==> src/design/ptdb_pkg.sv <==
// shared types, codes and constants of the periodic tick divider bank
package ptdb_pkg;

  localparam int NUM_ENTRIES_DEF = 4;
  localparam int MAX_ENTRIES     = 4;

  localparam int CNT_W       = 32;
  localparam int ACT_W       = 3;
  localparam int IDX_W       = 2;
  localparam int ENT_W       = 3;
  localparam int CFG_IDX_W   = 3;
  localparam int CFG_DATA_W  = 32;
  localparam int BIT_CNT_W   = $clog2(CNT_W);
  localparam int IN_TDATA_W  = 8;
  localparam int OUT_TDATA_W = 40;

  localparam logic [CNT_W-1:0]     DIV_INVALID = 32'hffffffff;
  localparam logic [BIT_CNT_W-1:0] BIT_LAST    = BIT_CNT_W'(CNT_W - 1);

  // action codes
  localparam logic [ACT_W-1:0] ACT_TICK   = 3'd0;
  localparam logic [ACT_W-1:0] ACT_START  = 3'd1;
  localparam logic [ACT_W-1:0] ACT_STOP   = 3'd2;
  localparam logic [ACT_W-1:0] ACT_LOCK   = 3'd3;
  localparam logic [ACT_W-1:0] ACT_UNLOCK = 3'd4;
  localparam logic [ACT_W-1:0] ACT_BEGIN  = 3'd5;

  // register indexes
  localparam logic [CFG_IDX_W-1:0] REG_WRAP_LIMIT = 3'd0;
  localparam logic [CFG_IDX_W-1:0] REG_ENTRIES    = 3'd1;
  localparam logic [CFG_IDX_W-1:0] REG_DIV0       = 3'd2;

  typedef struct packed {
    logic             apply;
    logic             load;
    logic             step;
    logic             last;
    logic             publish;
    logic [ENT_W-1:0] ent;
  } ptdb_cmd_t;

  typedef struct packed {
    logic             tick_go;
    logic             entry_live;
    logic [ENT_W-1:0] scan_n;
  } ptdb_status_t;

endpackage

==> src/design/ptdb_ctrl.sv <==
// controller: sequences apply, per-entry remainder scan and result hand-off
module ptdb_ctrl (
  input  logic                   clk,
  input  logic                   rst,
  input  logic                   s_tvalid,
  output logic                   s_tready,
  output logic                   m_tvalid,
  input  logic                   m_tready,
  input  ptdb_pkg::ptdb_status_t status,
  output ptdb_pkg::ptdb_cmd_t    cmd
);
  import ptdb_pkg::*;

  localparam logic [1:0] S_IDLE = 2'd0;
  localparam logic [1:0] S_SCAN = 2'd1;
  localparam logic [1:0] S_DIV  = 2'd2;
  localparam logic [1:0] S_DONE = 2'd3;

  logic [1:0]           state, state_next;
  logic [ENT_W-1:0]     ent, ent_next;
  logic [BIT_CNT_W-1:0] bit_cnt, bit_cnt_next;

  always_comb begin
    state_next   = state;
    ent_next     = ent;
    bit_cnt_next = bit_cnt;
    cmd          = '0;
    cmd.ent      = ent;
    s_tready     = 1'b0;
    case (state)
      S_IDLE: begin
        s_tready = 1'b1;
        if (s_tvalid) begin
          cmd.apply  = 1'b1;
          ent_next   = '0;
          state_next = status.tick_go ? S_SCAN : S_DONE;
        end
      end
      S_SCAN: begin
        if (ent >= status.scan_n) begin
          state_next = S_DONE;
        end else if (status.entry_live) begin
          cmd.load     = 1'b1;
          bit_cnt_next = '0;
          state_next   = S_DIV;
        end else begin
          ent_next = ent + 1'b1;
        end
      end
      S_DIV: begin
        cmd.step     = 1'b1;
        bit_cnt_next = bit_cnt + 1'b1;
        if (bit_cnt == BIT_LAST) begin
          cmd.last   = 1'b1;
          ent_next   = ent + 1'b1;
          state_next = S_SCAN;
        end
      end
      S_DONE: begin
        if (!m_tvalid || m_tready) begin
          cmd.publish = 1'b1;
          state_next  = S_IDLE;
        end
      end
      default: state_next = S_IDLE;
    endcase
  end

  always_ff @(posedge clk) begin
    if (rst) begin
      state    <= S_IDLE;
      ent      <= '0;
      bit_cnt  <= '0;
      m_tvalid <= 1'b0;
    end else begin
      state   <= state_next;
      ent     <= ent_next;
      bit_cnt <= bit_cnt_next;
      if (cmd.publish) begin
        m_tvalid <= 1'b1;
      end else if (m_tready) begin
        m_tvalid <= 1'b0;
      end
    end
  end

endmodule

==> src/design/ptdb_dp.sv <==
// datapath: registers, timer state, serial remainder unit and result register
module ptdb_dp #(
  parameter int NUM_ENTRIES = ptdb_pkg::NUM_ENTRIES_DEF
) (
  input  logic                             clk,
  input  logic                             rst,
  input  logic                             cfg_wr_en,
  input  logic [ptdb_pkg::CFG_IDX_W-1:0]   cfg_index,
  input  logic [ptdb_pkg::CFG_DATA_W-1:0]  cfg_wdata,
  input  logic [ptdb_pkg::ACT_W-1:0]       in_action,
  input  logic [ptdb_pkg::IDX_W-1:0]       in_entry_index,
  input  ptdb_pkg::ptdb_cmd_t              cmd,
  output ptdb_pkg::ptdb_status_t           status,
  output logic [ptdb_pkg::MAX_ENTRIES-1:0] out_fire_mask,
  output logic [ptdb_pkg::CNT_W-1:0]       out_tick_count,
  output logic                             out_running
);
  import ptdb_pkg::*;

  logic [CNT_W-1:0]       wrap_limit;
  logic [ENT_W-1:0]       entries_in_use;
  logic [CNT_W-1:0]       dividers [NUM_ENTRIES];

  logic [CNT_W-1:0]       counter;
  logic [NUM_ENTRIES-1:0] enables;
  logic                   running;
  logic                   just_begun;
  logic                   locked;

  logic [NUM_ENTRIES-1:0] mask;
  logic [CNT_W-1:0]       rem;
  logic [CNT_W-1:0]       dividend;
  logic [CNT_W-1:0]       div_sel;
  logic [CNT_W-1:0]       div_cur;
  logic                   en_sel;
  logic [CNT_W:0]         trial;
  logic [CNT_W:0]         rem_next;
  logic [ENT_W-1:0]       idx_ext;

  // divider and enable of the entry under scan
  always_comb begin
    div_sel = '0;
    en_sel  = 1'b0;
    for (int k = 0; k < NUM_ENTRIES; k++) begin
      if (cmd.ent == ENT_W'(k)) begin
        div_sel = dividers[k];
        en_sel  = enables[k];
      end
    end
  end

  assign idx_ext = ENT_W'(in_entry_index);

  always_comb begin
    status.tick_go    = (in_action == ACT_TICK) && running && !locked;
    status.entry_live = en_sel && (div_sel != '0) && (div_sel != DIV_INVALID);
    status.scan_n     = (entries_in_use > ENT_W'(NUM_ENTRIES)) ?
                        ENT_W'(NUM_ENTRIES) : entries_in_use;
  end

  // one restoring remainder step per cycle
  assign trial    = {rem, dividend[CNT_W-1]};
  assign rem_next = (trial >= {1'b0, div_cur}) ? (trial - {1'b0, div_cur}) : trial;

  always_ff @(posedge clk) begin
    if (rst) begin
      wrap_limit     <= '0;
      entries_in_use <= '0;
      for (int k = 0; k < NUM_ENTRIES; k++) begin
        dividers[k] <= '0;
      end
    end else if (cfg_wr_en) begin
      if (cfg_index == REG_WRAP_LIMIT) begin
        wrap_limit <= cfg_wdata[CNT_W-1:0];
      end
      if (cfg_index == REG_ENTRIES) begin
        entries_in_use <= cfg_wdata[ENT_W-1:0];
      end
      for (int k = 0; k < NUM_ENTRIES; k++) begin
        if (cfg_index == REG_DIV0 + CFG_IDX_W'(k)) begin
          dividers[k] <= cfg_wdata[CNT_W-1:0];
        end
      end
    end
  end

  always_ff @(posedge clk) begin
    if (rst) begin
      counter    <= '0;
      enables    <= '0;
      running    <= 1'b0;
      just_begun <= 1'b0;
      locked     <= 1'b0;
    end else if (cmd.apply) begin
      case (in_action)
        ACT_TICK: begin
          if (status.tick_go) begin
            if (counter >= wrap_limit) begin
              counter    <= just_begun ? '0 : CNT_W'(1);
              just_begun <= 1'b0;
            end else begin
              counter <= counter + 1'b1;
            end
          end
        end
        ACT_START: begin
          for (int k = 0; k < NUM_ENTRIES; k++) begin
            if (idx_ext == ENT_W'(k)) enables[k] <= 1'b1;
          end
        end
        ACT_STOP: begin
          for (int k = 0; k < NUM_ENTRIES; k++) begin
            if (idx_ext == ENT_W'(k)) enables[k] <= 1'b0;
          end
        end
        ACT_LOCK:   locked <= 1'b1;
        ACT_UNLOCK: locked <= 1'b0;
        ACT_BEGIN: begin
          locked     <= 1'b0;
          running    <= (wrap_limit != '0);
          just_begun <= (wrap_limit != '0);
          counter    <= wrap_limit;
        end
        default: ;
      endcase
    end
  end

  always_ff @(posedge clk) begin
    if (cmd.apply) begin
      mask <= '0;
    end else if (cmd.step && cmd.last && (rem_next == '0)) begin
      for (int k = 0; k < NUM_ENTRIES; k++) begin
        if (cmd.ent == ENT_W'(k)) mask[k] <= 1'b1;
      end
    end
    if (cmd.load) begin
      rem      <= '0;
      dividend <= counter;
      div_cur  <= div_sel;
    end else if (cmd.step) begin
      rem      <= rem_next[CNT_W-1:0];
      dividend <= {dividend[CNT_W-2:0], 1'b0};
    end
  end

  always_ff @(posedge clk) begin
    if (cmd.publish) begin
      out_fire_mask  <= MAX_ENTRIES'(mask);
      out_tick_count <= counter;
      out_running    <= running;
    end
  end

endmodule

==> src/design/periodic_tick_divider_bank.sv <==
// top level of the periodic tick divider bank
//
//  channel   dir  handshake          payload
//  s_axis    in   s_tvalid/s_tready  s_tdata: action, entry_index
//  m_axis    out  m_tvalid/m_tready  m_tdata: fire_mask, tick_count, running
//  cfg       in   cfg_wr_en          cfg_index, cfg_wdata
//
// a tick that advances the counter scans the entries in use, and each live entry
// runs a 32-step serial remainder, one bit a cycle
// every other item, a locked or stopped tick too, skips the scan
// one item is in flight at a time; a finished result waits in the output
// register while the next item is accepted
// rst is synchronous and clears the configuration, timer and control state;
// the scan and output registers are not reset
module periodic_tick_divider_bank #(
  parameter int NUM_ENTRIES = ptdb_pkg::NUM_ENTRIES_DEF
) (
  input  logic                               clk,
  input  logic                               rst,
  input  logic                               cfg_wr_en,
  input  logic [ptdb_pkg::CFG_IDX_W-1:0]     cfg_index,
  input  logic [ptdb_pkg::CFG_DATA_W-1:0]    cfg_wdata,
  input  logic                               s_tvalid,
  output logic                               s_tready,
  // [2:0] action, [4:3] entry_index, [7:5] zero
  input  logic [ptdb_pkg::IN_TDATA_W-1:0]    s_tdata,
  output logic                               m_tvalid,
  input  logic                               m_tready,
  // [3:0] fire_mask, [35:4] tick_count, [36] running, [39:37] zero
  output logic [ptdb_pkg::OUT_TDATA_W-1:0]   m_tdata
);
  import ptdb_pkg::*;

  ptdb_cmd_t              cmd;
  ptdb_status_t           status;
  logic [MAX_ENTRIES-1:0] fire_mask;
  logic [CNT_W-1:0]       tick_count;
  logic                   running;

  ptdb_ctrl u_ctrl (
    .clk      (clk),
    .rst      (rst),
    .s_tvalid (s_tvalid),
    .s_tready (s_tready),
    .m_tvalid (m_tvalid),
    .m_tready (m_tready),
    .status   (status),
    .cmd      (cmd)
  );

  ptdb_dp #(
    .NUM_ENTRIES (NUM_ENTRIES)
  ) u_dp (
    .clk            (clk),
    .rst            (rst),
    .cfg_wr_en      (cfg_wr_en),
    .cfg_index      (cfg_index),
    .cfg_wdata      (cfg_wdata),
    .in_action      (s_tdata[ACT_W-1:0]),
    .in_entry_index (s_tdata[ACT_W+IDX_W-1:ACT_W]),
    .cmd            (cmd),
    .status         (status),
    .out_fire_mask  (fire_mask),
    .out_tick_count (tick_count),
    .out_running    (running)
  );

  assign m_tdata = {3'b000, running, tick_count, fire_mask};

endmodule

==> config.mk <==
export PLATFORM = sky130hd
export DESIGN_NAME = periodic_tick_divider_bank
export DESIGN_NICKNAME = d
export VERILOG_FILES = /design/src/design/ptdb_pkg.sv /design/src/design/ptdb_ctrl.sv /design/src/design/ptdb_dp.sv /design/src/design/periodic_tick_divider_bank.sv
export SDC_FILE = /design/constraint.sdc
export NUM_CORES = 1
export LEC_CHECK = 0
export ABC_AREA = 1
export BUFFER_PORTS_ARGS = -buffer_cell sky130_fd_sc_hd__buf_4
export CAP_MARGIN = 20
export CORE_UTILIZATION = 45
export CTS_CLUSTER_SIZE = 14
export DETAILED_ROUTE_END_ITERATION = 8
export GPL_ROUTABILITY_DRIVEN = 0
export SYNTH_ARGS = -nofsm -noshare
export SYNTH_HDL_FRONTEND = slang
export SYNTH_SLANG_ARGS = --single-unit
==> constraint.sdc <==
create_clock -name clk -period 4.6 [get_ports clk]
set_input_delay 0.69 -clock clk [delete_from_list [all_inputs] [get_ports clk]]
set_output_delay 0.69 -clock clk [all_outputs]
set_load 0.02 [all_outputs]
==> After elaboration in Yosys (flattened, before gate mapping) <==
Memory sizes are Yosys's and may differ from the RTL's.
Index checks and enable logic that the tools add are counted.
{ "op_classes": {"add_sub_neg": 4, "n_lt_le_gt_ge": 4, "n_eq_ne": 38, "n_mux": 78, "bitwise_logic": 4, "n_reduce_logical": 42} }
{ "ops": {"columns": ["op", "n"], "rows": [
  ["$mux W32", 12],
  ["$pmux W32 S2", 1],
  ["$reduce_bool A32 Y1", 2],
  ["$mux W1", 44],
  ["$ge A33 B32 Y1", 1],
  ["$logic_not A33 Y1", 1],
  ["$mux W33", 1],
  ["$sub A33 B32 Y33", 1],
  ["$add A32 B1 Y32 const B", 1],
  ["$ge A32 B32 Y1", 1],
  ["$ne A32 B32 Y1 const B", 1],
  ["$reduce_and A4 Y1", 6],
  ["$ne A2 B1 Y1 const B", 10],
  ["$eq A3 B2 Y1 const B", 6],
  ["$reduce_and A2 Y1", 8],
  ["$mux W3", 5],
  ["$mux W2", 7],
  ["$eq A3 B3 Y1 const B", 4],
  ["$logic_not A3 Y1", 4],
  ["$ne A2 B2 Y1 const B", 6],
  ["$reduce_bool A2 Y1", 6],
  ["$mux W5", 2],
  ["$pmux W5 S2", 1],
  ["$eq A3 B1 Y1 const B", 3],
  ["other kinds (21)", 36]
]} }
{ "word_totals": {"register_bits": 222, "ram_bits": 128, "in_bits": 48, "out_inout_bits": 42, "wordCells": 195, "mem_count": 1} }
{ "mem_list": {"columns": ["memory", "depth", "word_bits", "rd", "rd_ports_with_merged_regs", "write_ports", "line", "text"], "rows": [
  ["u_dp.dividers", 4, 32, 4, 0, 4, "ptdb_dp.sv:22", "logic [CNT_W-1:0] dividers [NUM_ENTRIES];"]
]} }

==> Longest topological paths before layout <==
Gate-level depths: netlist of the first run.
{ "logic_depth": {"word_depth": 12, "depth_mapped": 23, "depth_no_buf": 22} }

==> Modules after synthesis <==
A second synthesis of the first run with hierarchy kept.
{ "unflattened": {"hier_cells": 2251, "hier_area_um2": 18531.5} }
{ "modules_own_cells": {"columns": ["mod", "instances", "cells_per_inst", "area_each_um2", "seq_area_each_um2"], "rows": [
  ["ptdb_dp", 1, 2129, 17646.9, 9078.7],
  ["ptdb_ctrl", 1, 117, 850.8, 220.2],
  ["periodic_tick_divider_bank", 1, 5, 33.8, 0.0]
]} }

==> Worst setup path after synthesis of the first run <==
OpenSTA, ideal clock, no wires.
{ "synth_timing": {"kind": "in2reg", "from": "input cfg_wr_en", "to": "memory u_dp.dividers[0][0] (enable)", "setup_time_ns": 0.470, "t_arrival_ns": 3.419, "t_required_ns": 4.130, "slack_ns": 0.710, "path_stages": 4, "path_buffers": 0, "cell_sequence": "inv_1 -> nor2_1 -> inv_1 -> o31ai_1"} }
{ "synth_rtl": {"columns": ["item", "line", "text"], "rows": [
  ["start, declared", "periodic_tick_divider_bank.sv:20", "input logic cfg_wr_en,"],
  ["end, declared", "ptdb_dp.sv:22", null]
]} }

==> Worst setup path in the final report of the first run <==
{ "layout_timing": {"from": "register u_ctrl.ent[2]", "to": "register u_dp.dividend[14] (data pin)"} }
{ "layout_between": {"elab_chain_cells": 12, "word_cells_on_any_way": 21, "cone_classes": "order compare: 1; eq/ne: 4; mux: 12; reduce/logical: 4"} }
{ "layout_rtl": {"columns": ["item", "line", "text"], "rows": [
  ["start, declared", "ptdb_ctrl.sv:20", "logic [ENT_W-1:0] ent, ent_next;"],
  ["start signal, assigned", "ptdb_ctrl.sv:77", "ent <= ent_next;"],
  ["$logic_not A3 Y1", "ptdb_dp.sv:45", "if (cmd.ent == ENT_W'(k)) begin"],
  ["$mux W32 (4 in a row)", "ptdb_dp.sv:45", null],
  ["$reduce_bool A32 Y1", "ptdb_dp.sv:56", "status.entry_live = en_sel && (div_sel != '0) && (div_sel != DIV_INVALID);"],
  ["$logic_and A1 B1 Y1 (2 in a row)", "ptdb_dp.sv:56", null],
  ["$mux W1", "ptdb_ctrl.sv:42", "end else if (status.entry_live) begin"],
  ["$mux W1 (*)", "ptdb_ctrl.sv:40", "if (ent >= status.scan_n) begin"],
  ["$mux W1 (*)", "ptdb_ctrl.sv:30", "case (state)"],
  ["$mux W32 (*)", "ptdb_dp.sv:137", "if (cmd.load) begin"],
  ["end signal, assigned", "ptdb_dp.sv:139", "dividend <= counter;"],
  ["end signal, assigned", "ptdb_dp.sv:143", "dividend <= {dividend[CNT_W-2:0], 1'b0};"],
  ["end, declared", "ptdb_dp.sv:32", "logic [CNT_W-1:0] dividend;"]
]} }
Every way passes the cells marked *; elsewhere a longest branch is shown, timed or not.
A chain may end at the register's enable or synchronous reset.

==> results of run 1 <==
metrics by stage:
| step | setup slack, ns | hold slack, ns | area (um2) |
|---|---|---|---|
| 2_1_floorplan | 0.710 | 0.408 | 19300 |
| 3_3_place_gp | 0.968 | 0.420 | 20500 |
| 3_5_place_dp | 0.948 | 0.427 | 20500 |
| 4_1_cts | 0.927 | 0.423 | 21700 |
| 5_1_grt | 0.580 | 0.446 | 21700 |
| 6_report | 0.943 | 0.437 | 21700 |
power groups by stage:
stage | logic (mW) | clock network, mW | registers [mW]
3_5_place_dp | 4.00 | 0 | 4.08
3_3_place_gp | 3.95 | 0 | 4.07
4_1_cts | 4.02 | 3.00 | 4.02
5_1_grt | 4.57 | 3.11 | 4.06
2_1_floorplan | 2.88 | 0 | 4.07
6_report | 4.05 | 2.93 | 4.02
kinds of logic (layout without fill, tap and decap cells):
logic type                 count (synthesis)  after routing  share of synthesized area
and+or+nand+nor                         1206           1206                      0.258
buffers and inverters                    442            533                     0.0916
AOI/OAI and AO/OA                        379            379                      0.105
DFF                                      350            350                      0.481
adders and majority gates                 80             80                     0.0522
xor gates and xnor gates                  27             27                     0.0122
other                                      1              4                   0.000194
cell type report:
class                   count  share of cell area
diodes                      1            0.000116
clock buffers              66              0.0536
clock inverters             5             0.00127
inverters                 348              0.0603
multi-input cells        1695               0.383
flip-flops and latches    350               0.429
well taps                 539              0.0311
repair buffers            114              0.0412
flip-flops by register name (all words and copies together), names as in the netlist:
name,cells
u_dp.entries_in_use,3
u_ctrl.ent,3
u_ctrl.m_tvalid,1
u_dp.counter,32
u_dp.enables,4
u_dp.locked,1
u_dp.out_running,1
u_dp.just_begun,1
u_dp.dividers,128
u_dp.running,1
u_ctrl.bit_cnt,5
u_dp.mask,4
u_ctrl.state,2
u_dp.wrap_limit,32
u_dp.rem,32
u_dp.out_tick_count,32
u_dp.out_fire_mask,4
u_dp.dividend,32
u_dp.div_cur,32
cells in the final DEF (no fill, tap or decap), drive strengths merged, types with 25 or more instances in the layout:
cell / synthesis / layout
nand3: 143 / 143
ha: 79 / 79
dfxtp: 121 / 121
a21oi: 190 / 190
clkbuf: 56 / 66
edfxtp: 229 / 229
o21ai: 136 / 136
xor2: 25 / 25
inv: 346 / 347
nor2: 279 / 279
nand2: 677 / 677
buf: 38 / 114
nor3: 40 / 40
nand4: 34 / 34
routing by layer:
layer | vias up | wire (um) | part of all wire | track usage
li1 | 8248 | - | - | -
met1 | 7685 | 24700 | 0.46 | 0.353
met2 | 515 | 24300 | 0.45 | 0.392
met3 | 72 | 3460 | 0.065 | 0.0328
met4 | 0 | 1170 | 0.022 | 0.0740
met5 | - | 0 | 0 | 0
worst max-delay path, stage by stage, from the launching register on:
cell	delay [ns]
dfxtp_1	0.43
inv_1	0.11
ha_1	0.28
inv_2	0.45
buf_12	0.27
nand2_1	0.08
o22ai_1	0.38
nand2_1	0.10
nor2_1	0.12
nand2_1	0.06
nor2_1	0.11
nand2_1	0.07
nand3_2	0.15
inv_2	0.06
nand3_2	0.08
buf_4	0.41
o21ai_0	0.16
how the worst max path moves through the flow:
stage / endpoint / slack (ns) / start
after floorplan: u_dp.dividers[0][0] / 0.71 / cfg_wr_en
after global placement: u_dp.dividend[6] / 0.97 / u_ctrl.ent[2]
after detailed placement: u_dp.dividend[14] / 0.95 / u_ctrl.ent[2]
after CTS: u_dp.dividend[14] / 0.93 / u_ctrl.ent[2]
after global routing: u_dp.dividend[5] / 0.58 / u_ctrl.ent[2]
final: u_dp.dividend[14] / 0.94 / u_ctrl.ent[2]
==> flow_summary.toml, run 1 <==
[critical_path]
startpoint_type = "flop"
r2r-start = "u_ctrl.ent[2]"
critical_path_class = "flop to flop"
crit_fanout = 56
rrSetupSlack_ns = 0.94
timing.rr.end = "u_dp.dividend[14]"
critPathCaptureType = "flop"
arrival_ns = 3.93
critPathRequiredTime_ns = 4.87
worstRegToRegCells = 16

[clock_tree]
hold_buffers = 0
insertion_delay_ns = 0.55
cts_setup_buffers = 0
cts_root_buf = "clkbuf_16"
clkTransAtPathRegs_ns = 0.06
htreeDepth = 2
cts_resized = 0
cts_sinks = 350
numCtsBuffers = 40
cts_tree = "built"
cts_buffer_depth = 3

[drt]
ant_nets = 0
viasPerCell = 5.30
drc_errors = 0
totalWireLength_mm = 53.7
vias = 16500
wl_per_cell_um = 17.2
drtIter0Drc = 1442
drt_pass1_iterations = 7

[global_routing]
antenna_found_initial = 0
grt_max_degree = 65
grt_pass1_wl_mm = 84.9
grt_overflow = 0
grt_pass1_vias = 15500
track_usage = 0.248

[logic_synthesis]
synth-edff-count = 229
synthTopCellsByArea = "edfxtp_1 (36%), nand2_1 (13%), dfxtp_1 (13%), inv_1 (6.6%), nor2_1 (5.3%)"
syn_area_um2 = 19300
synth-seq-area-share = 0.481
ys_top_cells_by_count = "nand2_1 (674), inv_1 (340), nor2_1 (272)"
synth_cells = 2485
synth_top_area_share = 0.356
yosysWarnings = 0
syn_area_per_cell_um2 = 7.77
synth_top_area_cell = "edfxtp_1"
synth_cell_type_count = 47
ys_seq_elements = 350
async_flop_share = 0
ys.flop_type = "edfxtp_1"
yosysMostFrequentCell = "nand2_1"

[placed_design]
port_buffers = 83
dp_cells = 3046
hpwl_mm = 38.5

[timing]
rsz0062_at_grt = "no"
setup_tns_ns = 0
final_hold_viol_count = 0
fmax_mhz = 273
fin_crit_sh = 0.795
drv_slew = 0
worst_pin_slew_ns = 0.742
setup_viol = 0
clock_skew_ns = 0.0189
maxSlewHeadroom = 0.504
fin_crit_ns = 3.66

[layout]
drive_above_1_share = 0.0776
nFillCells = 4051
fin_nets = 2677
fin_cells = 3118
areaGrowthSynthToFinish_pct = 12.2
multiInputGateArea_um2 = 8300
seqCellArea_um2 = 9300
final_util = 0.514

[floorplanning]
core_area_um2 = 42100
die-area_um2 = 43800
start_util = 0.458
std_cell_rows = 75
die_w_um = 209
io_pins = 90
die_h_um = 209

[min_path]
hp-start = "u_dp.mask[2]"
whs_endpoint = "u_dp.out_fire_mask[2]"
hold_class = "flop to flop"
hold_depth = 0

[pwr]
seqPwrFrac = 0.365
p_leak_nw = 9.64
power_frac_clock = 0.267
switching_power_mw = 4.18
pwr-share-comb = 0.368
vdd_drop_max_mv = 0.242
finalPower_mw = 11.0
swShare = 0.381
p_int_mw = 6.81
power_density_nw_per_um2 = 508

[flow_run]
cap_violations = 0

[outcome]
status = "complete, no violations"
Power figures use the tool's default switching activity.
==> inputs of run 2 (changes only) <==
Clock period 4.6 ns to 3.1 ns, I/O delays scaled along.
==> run 2 against run 1 <==
Compared with the run above:
- core utilization increased by 3.1 points
- via count rose by 4.4%
- sequential cell count stayed put
- critical path type unchanged
==> flow_summary.toml, run 2 (synthesis gave the netlist of run 1 again) <==
[timing]
worst_pin_slew_ns = 1.00
setup_viol = 0
fin_crit_ns = 3.03
maxSlewHeadroom = 0.331
fin_crit_sh = 0.979
drv_slew = 0
clock_skew_ns = 0.0174
final_hold_viol_count = 0
fmax_mhz = 330
layout_setup_ws_ns = 0.0651

[pwr]
pwr-share-comb = 0.400
power_density_nw_per_um2 = 774
p_int_mw = 11.0
vdd_drop_max_mv = 0.434
switching_power_mw = 6.73
seqPwrFrac = 0.337
p_leak_nw = 10.2
swShare = 0.379
power_frac_clock = 0.263
finalPower_mw = 17.8

[drt]
wl_per_cell_um = 18.2
ant_nets = 0
vias = 17300
viasPerCell = 5.40
drc_errors = 0
totalWireLength_mm = 58.1
drt_pass1_iterations = 5
drtIter0Drc = 1549

[critical_path]
arrival_ns = 3.32
timing.rr.end = "u_dp.dividend[27]"
startpoint_type = "flop"
crit_fanout = 16
critPathCaptureType = "flop"
critPathRequiredTime_ns = 3.39
r2r-start = "u_ctrl.ent[1]"
worstRegToRegCells = 22
endpoint = "u_dp.dividend[27]"
startpoint = "u_ctrl.ent[1]"
critical_path_class = "flop to flop"
rrSetupSlack_ns = 0.07

[layout]
areaGrowthSynthToFinish_pct = 18.9
drive_above_1_share = 0.133
top_register = "u_dp.dividers"
seqCellArea_um2 = 9310
layout_common_cells = "nand2_1 (661), inv_1 (332), nor2_1 (267)"
multiInputGateArea_um2 = 8610
nFillCells = 3952
mostFrequentLayoutCell = "nand2_1"
diodes = 0
fin_nets = 2755
largest_reg_flops = 128

[global_routing]
track_usage = 0.258
grt_pass1_vias = 16000
grt_max_degree = 65
grt_overflow = 0
grt_pass1_wl_mm = 88.1
antenna_found_initial = 1

[floorplanning]
std_cell_rows = 75
die_h_um = 209
io_pins = 90
core_area_um2 = 42100
start_util = 0.458
die_w_um = 209
die-area_um2 = 43800

[flow_run]
cap_violations = 0

[placed_design]
port_buffers = 83
pre_cts_slack_ns = -0.0557
hpwl_mm = 40.2

[clock_tree]
clkTransAtPathRegs_ns = 0.05
cts_root_buf = "clkbuf_16"
numCtsBuffers = 39
htreeDepth = 2
hold_buffers = 0
cts_buffer_depth = 3
cts_tree = "built"
cts_sinks = 350
insertion_delay_ns = 0.55

[outcome]
status = "complete, no violations"

[min_path]
hold_class = "input pin to flop"
run 2: cell count changes in the layout (fill, tap and decap cells not counted), moves of 8 or more:
cell and change:
nand2_1 -12, o21ai_2 +9, clkinv_2 +8, o21ai_1 +11, o22ai_1 -8, o22ai_2 +8
nand2_2 +10, buf_12 +13, clkbuf_1 -11, inv_1 -8, buf_4 +54, o21ai_0 -20
run 2: cell type report:
type / count / share of cell area
flip-flops and latches: 350 / 0.405
clock buffers: 52 / 0.0473
clock inverters: 19 / 0.00850
repair buffers: 191 / 0.0772
inverters: 348 / 0.0573
multi-input cells: 1697 / 0.375
well taps: 539 / 0.0294
run 2: how the worst min path moves through the flow:
stage                                 startpoint                      to  slack, ns  depth (start not counted)
after global routing                cfg_wdata[4]      u_dp.wrap_limit[4]       0.22                          3
after global placement    u_dp.entries_in_use[1]  u_dp.entries_in_use[1]       0.44                          2
after detailed placement  u_dp.entries_in_use[1]  u_dp.entries_in_use[1]       0.44                          2
after CTS                             s_tdata[3]         u_dp.enables[2]       0.18                          3
after floorplan                     u_dp.mask[0]   u_dp.out_fire_mask[0]       0.41                          0
final                                 s_tdata[3]         u_dp.enables[2]       0.21                          3
run 2: repair_timing:
| item | CTS | global route |
|---|---|---|
| buffers inserted | 4 | 14 |
| endpoints found under the setup margin | 96 | 141 |
| cloned | 3 | 7 |
| gates resized for setup | 9 | 100 |
| pin swaps | 2 | 16 |
run 2: per-stage QoR:
step	util	hold slack (ns)	area, um2	TNS (ns)	instances
floorplan	-	0.408	19300	-36.12	2487
global placement	0.498	0.439	21000	-2.76	3098
detailed placement	0.498	0.439	21000	-1.88	3098
finish	0.545	0.214	23000	0	3196
CTS	0.532	0.182	22400	-0.149	3176
global route	0.545	0.217	23000	-1.70	3196
run 2: per-layer routing:
| metal | vias to the layer above | GRT usage | routed length [um] |
|---|---|---|---|
| met3 | 85 | 0.0422 | 4130 |
| met4 | 2 | 0.0745 | 1590 |
| met2 | 584 | 0.405 | 26100 |
| met5 | - | 0 | 12 |
| li1 | 8413 | - | - |
| met1 | 8170 | 0.367 | 26300 |
run 2: critical path, stage by stage, from the launching register on:
cell	delay, ns
dfxtp_4	0.36
inv_2	0.07
ha_4	0.15
inv_4	0.04
nor2_4	0.10
buf_12	0.14
buf_12	0.11
buf_16	0.15
nand2_1	0.07
a21oi_1	0.21
o22ai_2	0.12
nand2_1	0.07
nor2_1	0.04
nand2_1	0.11
nor2_1	0.07
nand2_1	0.07
nand3_2	0.13
inv_2	0.12
nand3_4	0.12
buf_12	0.18
clkbuf_16	0.17
nand2_1	0.06
o21ai_0	0.08
run 2: power by group through the flow:
| stage | Clock [mW] | Sequential (mW) | Combinational, mW |
|---|---|---|---|
| after global placement | 0 | 6.04 | 6.20 |
| after CTS | 4.77 | 5.96 | 6.54 |
| after global routing | 4.94 | 6.03 | 7.88 |
| final | 4.68 | 5.98 | 7.11 |
| after floorplan | 0 | 6.03 | 4.27 |
| after detailed placement | 0 | 6.06 | 6.29 |
==> inputs of run 3 (changes only) <==
Clock period 3.1 ns to 2.5 ns, I/O delays scaled along.
==> run 3 against run 2 <==
Compared with the run above:
- the flow now finishes with violations (negative setup slack)
- via count up 8.9%
- clock-buffer cell count up 5
- critical path depth down 1
- sequential power up 25%
- non-clock buffer count up 280
- sequential share of layout area down 5.5 points
- sequential cell count unchanged
- first-iteration DRC count up 0.52%
- register-to-register slack worse by 0.56 ns
- critical endpoint is now u_dp.dividend[10]
- highest routed layer is now met4
==> flow_summary.toml, run 3 (synthesis gave the netlist of run 1 again) <==
[timing]
fin_crit_ns = 3.00
final_hold_viol_count = 0
worst_pin_slew_ns = 0.763
whs_ns = 0.133
drv_slew = 0
layout_setup_ws_ns = -0.497
clock_skew_ns = 0.0191
setup_tns_ns = -54.37
setup_viol = 142
maxSlewHeadroom = 0.486
fin_crit_sh = 1.20
fmax_mhz = 334
rsz0062_at_grt = "yes"

[clock_tree]
cts_root_buf = "clkbuf_16"
numCtsBuffers = 40
insertion_delay_ns = 0.56
cts_tree = "built"
htreeDepth = 2
cts_sinks = 350
clkTransAtPathRegs_ns = 0.06
cts_buffer_depth = 3

[floorplanning]
io_pins = 90
die-area_um2 = 43800
start_util = 0.458
die_w_um = 209
std_cell_rows = 75
die_h_um = 209
core_area_um2 = 42100

[global_routing]
grt_pass1_wl_mm = 94.3
grt_pass1_vias = 17400
track_usage = 0.276
antenna_found_initial = 0
grt_overflow = 0
grt_max_degree = 46

[layout]
drive_above_1_share = 0.295
diodes = 0
seqCellArea_um2 = 9310
multiInputGateArea_um2 = 9800
fin_cells = 3480
layout_common_cells = "nand2_1 (592), buf_4 (416), inv_1 (312)"
mostFrequentLayoutCell = "nand2_1"
nFillCells = 3515
top_register = "u_dp.dividers"
final_util = 0.631
largest_reg_flops = 128
design_area_um2 = 26600
areaGrowthSynthToFinish_pct = 37.7
fin_nets = 3039

[pwr]
finalPower_mw = 26.6
power_density_nw_per_um2 = 999
vdd_drop_max_mv = 0.521
p_leak_nw = 11.9

[drt]
drtIter0Drc = 1557
vias = 18800
totalWireLength_mm = 64.8
drc_errors = 0
drt_pass1_iterations = 5
wl_per_cell_um = 18.6
ant_nets = 0
viasPerCell = 5.40

[critical_path]
cp_slowest_stage_delay_ns = 0.36
crit_fanout = 8
worstPathCellList = "inv_4 -> ha_4 -> inv_4 -> nor2_4 -> buf_12 -> buf_12 -> nand3_1 -> a21oi_2 -> o22ai_4 -> nand2_1 -> nor2_1 -> nand2_1 -> nor2_1 -> nand2_1 -> nand3_2 -> inv_2 -> nand3_4 -> buf_12 -> clkbuf_16 -> nand2_1 -> o21ai_0"
critPathRequiredTime_ns = 2.79
startpoint_type = "flop"
arrival_ns = 3.29
critPathTopFamily = "simple AND/OR/NAND/NOR gates"
critical_path_class = "flop to flop"
crit_buf_inv = 7
cp_common_cell = "nand2_1"
critPathCaptureType = "flop"
crit_slowest_cell = "dfxtp_4"

[placed_design]
dp_cells = 3351
port_buffers = 83
pre_cts_slack_ns = -0.560
placed_cell_area_um2 = 23000
hpwl_mm = 44.0

[min_path]
hold_class = "input pin to flop"

[outcome]
violations = "negative setup slack"
status = "complete, but fails checks"

[flow_run]
cap_violations = 0
[run 3: cell types whose count changed in the layout (fill, tap and decap cells not counted), moves of 27 or more]
| cell | change |
|---|---|
| a21oi_1 | -31 |
| a21oi_2 | +31 |
| buf_4 | +251 |
| ha_1 | -27 |
| ha_4 | +30 |
| nand2_1 | -69 |
| nand2_2 | +52 |
| nor2_1 | -29 |
| nor2_2 | +27 |
[run 3: power breakdown]
| group | internal (mW) | leakage, nW | switching [mW] | total, mW |
|---|---|---|---|---|
| Combinational | 6.04 | 8.16 | 7.22 | 13.3 |
| Sequential | 7.02 | 3.16 | 0.446 | 7.47 |
| Clock | 3.45 | 0.623 | 2.39 | 5.84 |
[run 3: metal layers]
layer / global-route usage / share of wire / routed length, um / vias up
li1: - / - / - / 8997
met1: 0.392 / 0.43 / 27900 / 8908
met2: 0.430 / 0.46 / 29700 / 763
met3: 0.0422 / 0.080 / 5180 / 119
met4: 0.0908 / 0.031 / 2000 / 0
met5: 0 / 0 / 0 / -
[run 3: what timing repair did]
item / 4_1_cts / 5_1_grt
setup buffers: 7 / 30
resized for setup: 56 / 359
setup endpoints to repair: 142 / 175
hold endpoints to repair: 0 / 0
gates cloned: 5 / 20
pin swaps: 5 / 82
hold buffers: 0 / 0
[run 3: final timing paths]
path                                        startpoint                     end  slack, ns  depth (start not counted)
worst max-delay path                     u_ctrl.ent[0]       u_dp.dividend[10]      -0.50                         21
worst min-delay path                      cfg_wdata[9]      u_dp.wrap_limit[9]       0.13                          3
worst min register to register  u_dp.entries_in_use[1]  u_dp.entries_in_use[1]       0.45                          2
worst max register to register           u_ctrl.ent[0]       u_dp.dividend[10]      -0.50                         21
[run 3: worst register-to-register path, delay by kind of cell (launching register included)]
kind | cells | cell delay (ns)
AOI/OAI and AO/OA | 3 | 0.42
DFF | 1 | 0.36
and+or+nand+nor | 10 | 0.92
buffers and inverters | 7 | 0.88
adders and majority gates | 1 | 0.14
[run 3: cell type report]
| cell class | count | share of cell area |
|---|---|---|
| multi-input cells | 1699 | 0.368 |
| flip-flops and latches | 350 | 0.350 |
| repair buffers | 471 | 0.157 |
| inverters | 348 | 0.0505 |
| clock buffers | 57 | 0.0424 |
| well taps | 539 | 0.0254 |
| clock inverters | 15 | 0.00588 |
| repair inverters | 1 | 0.000235 |
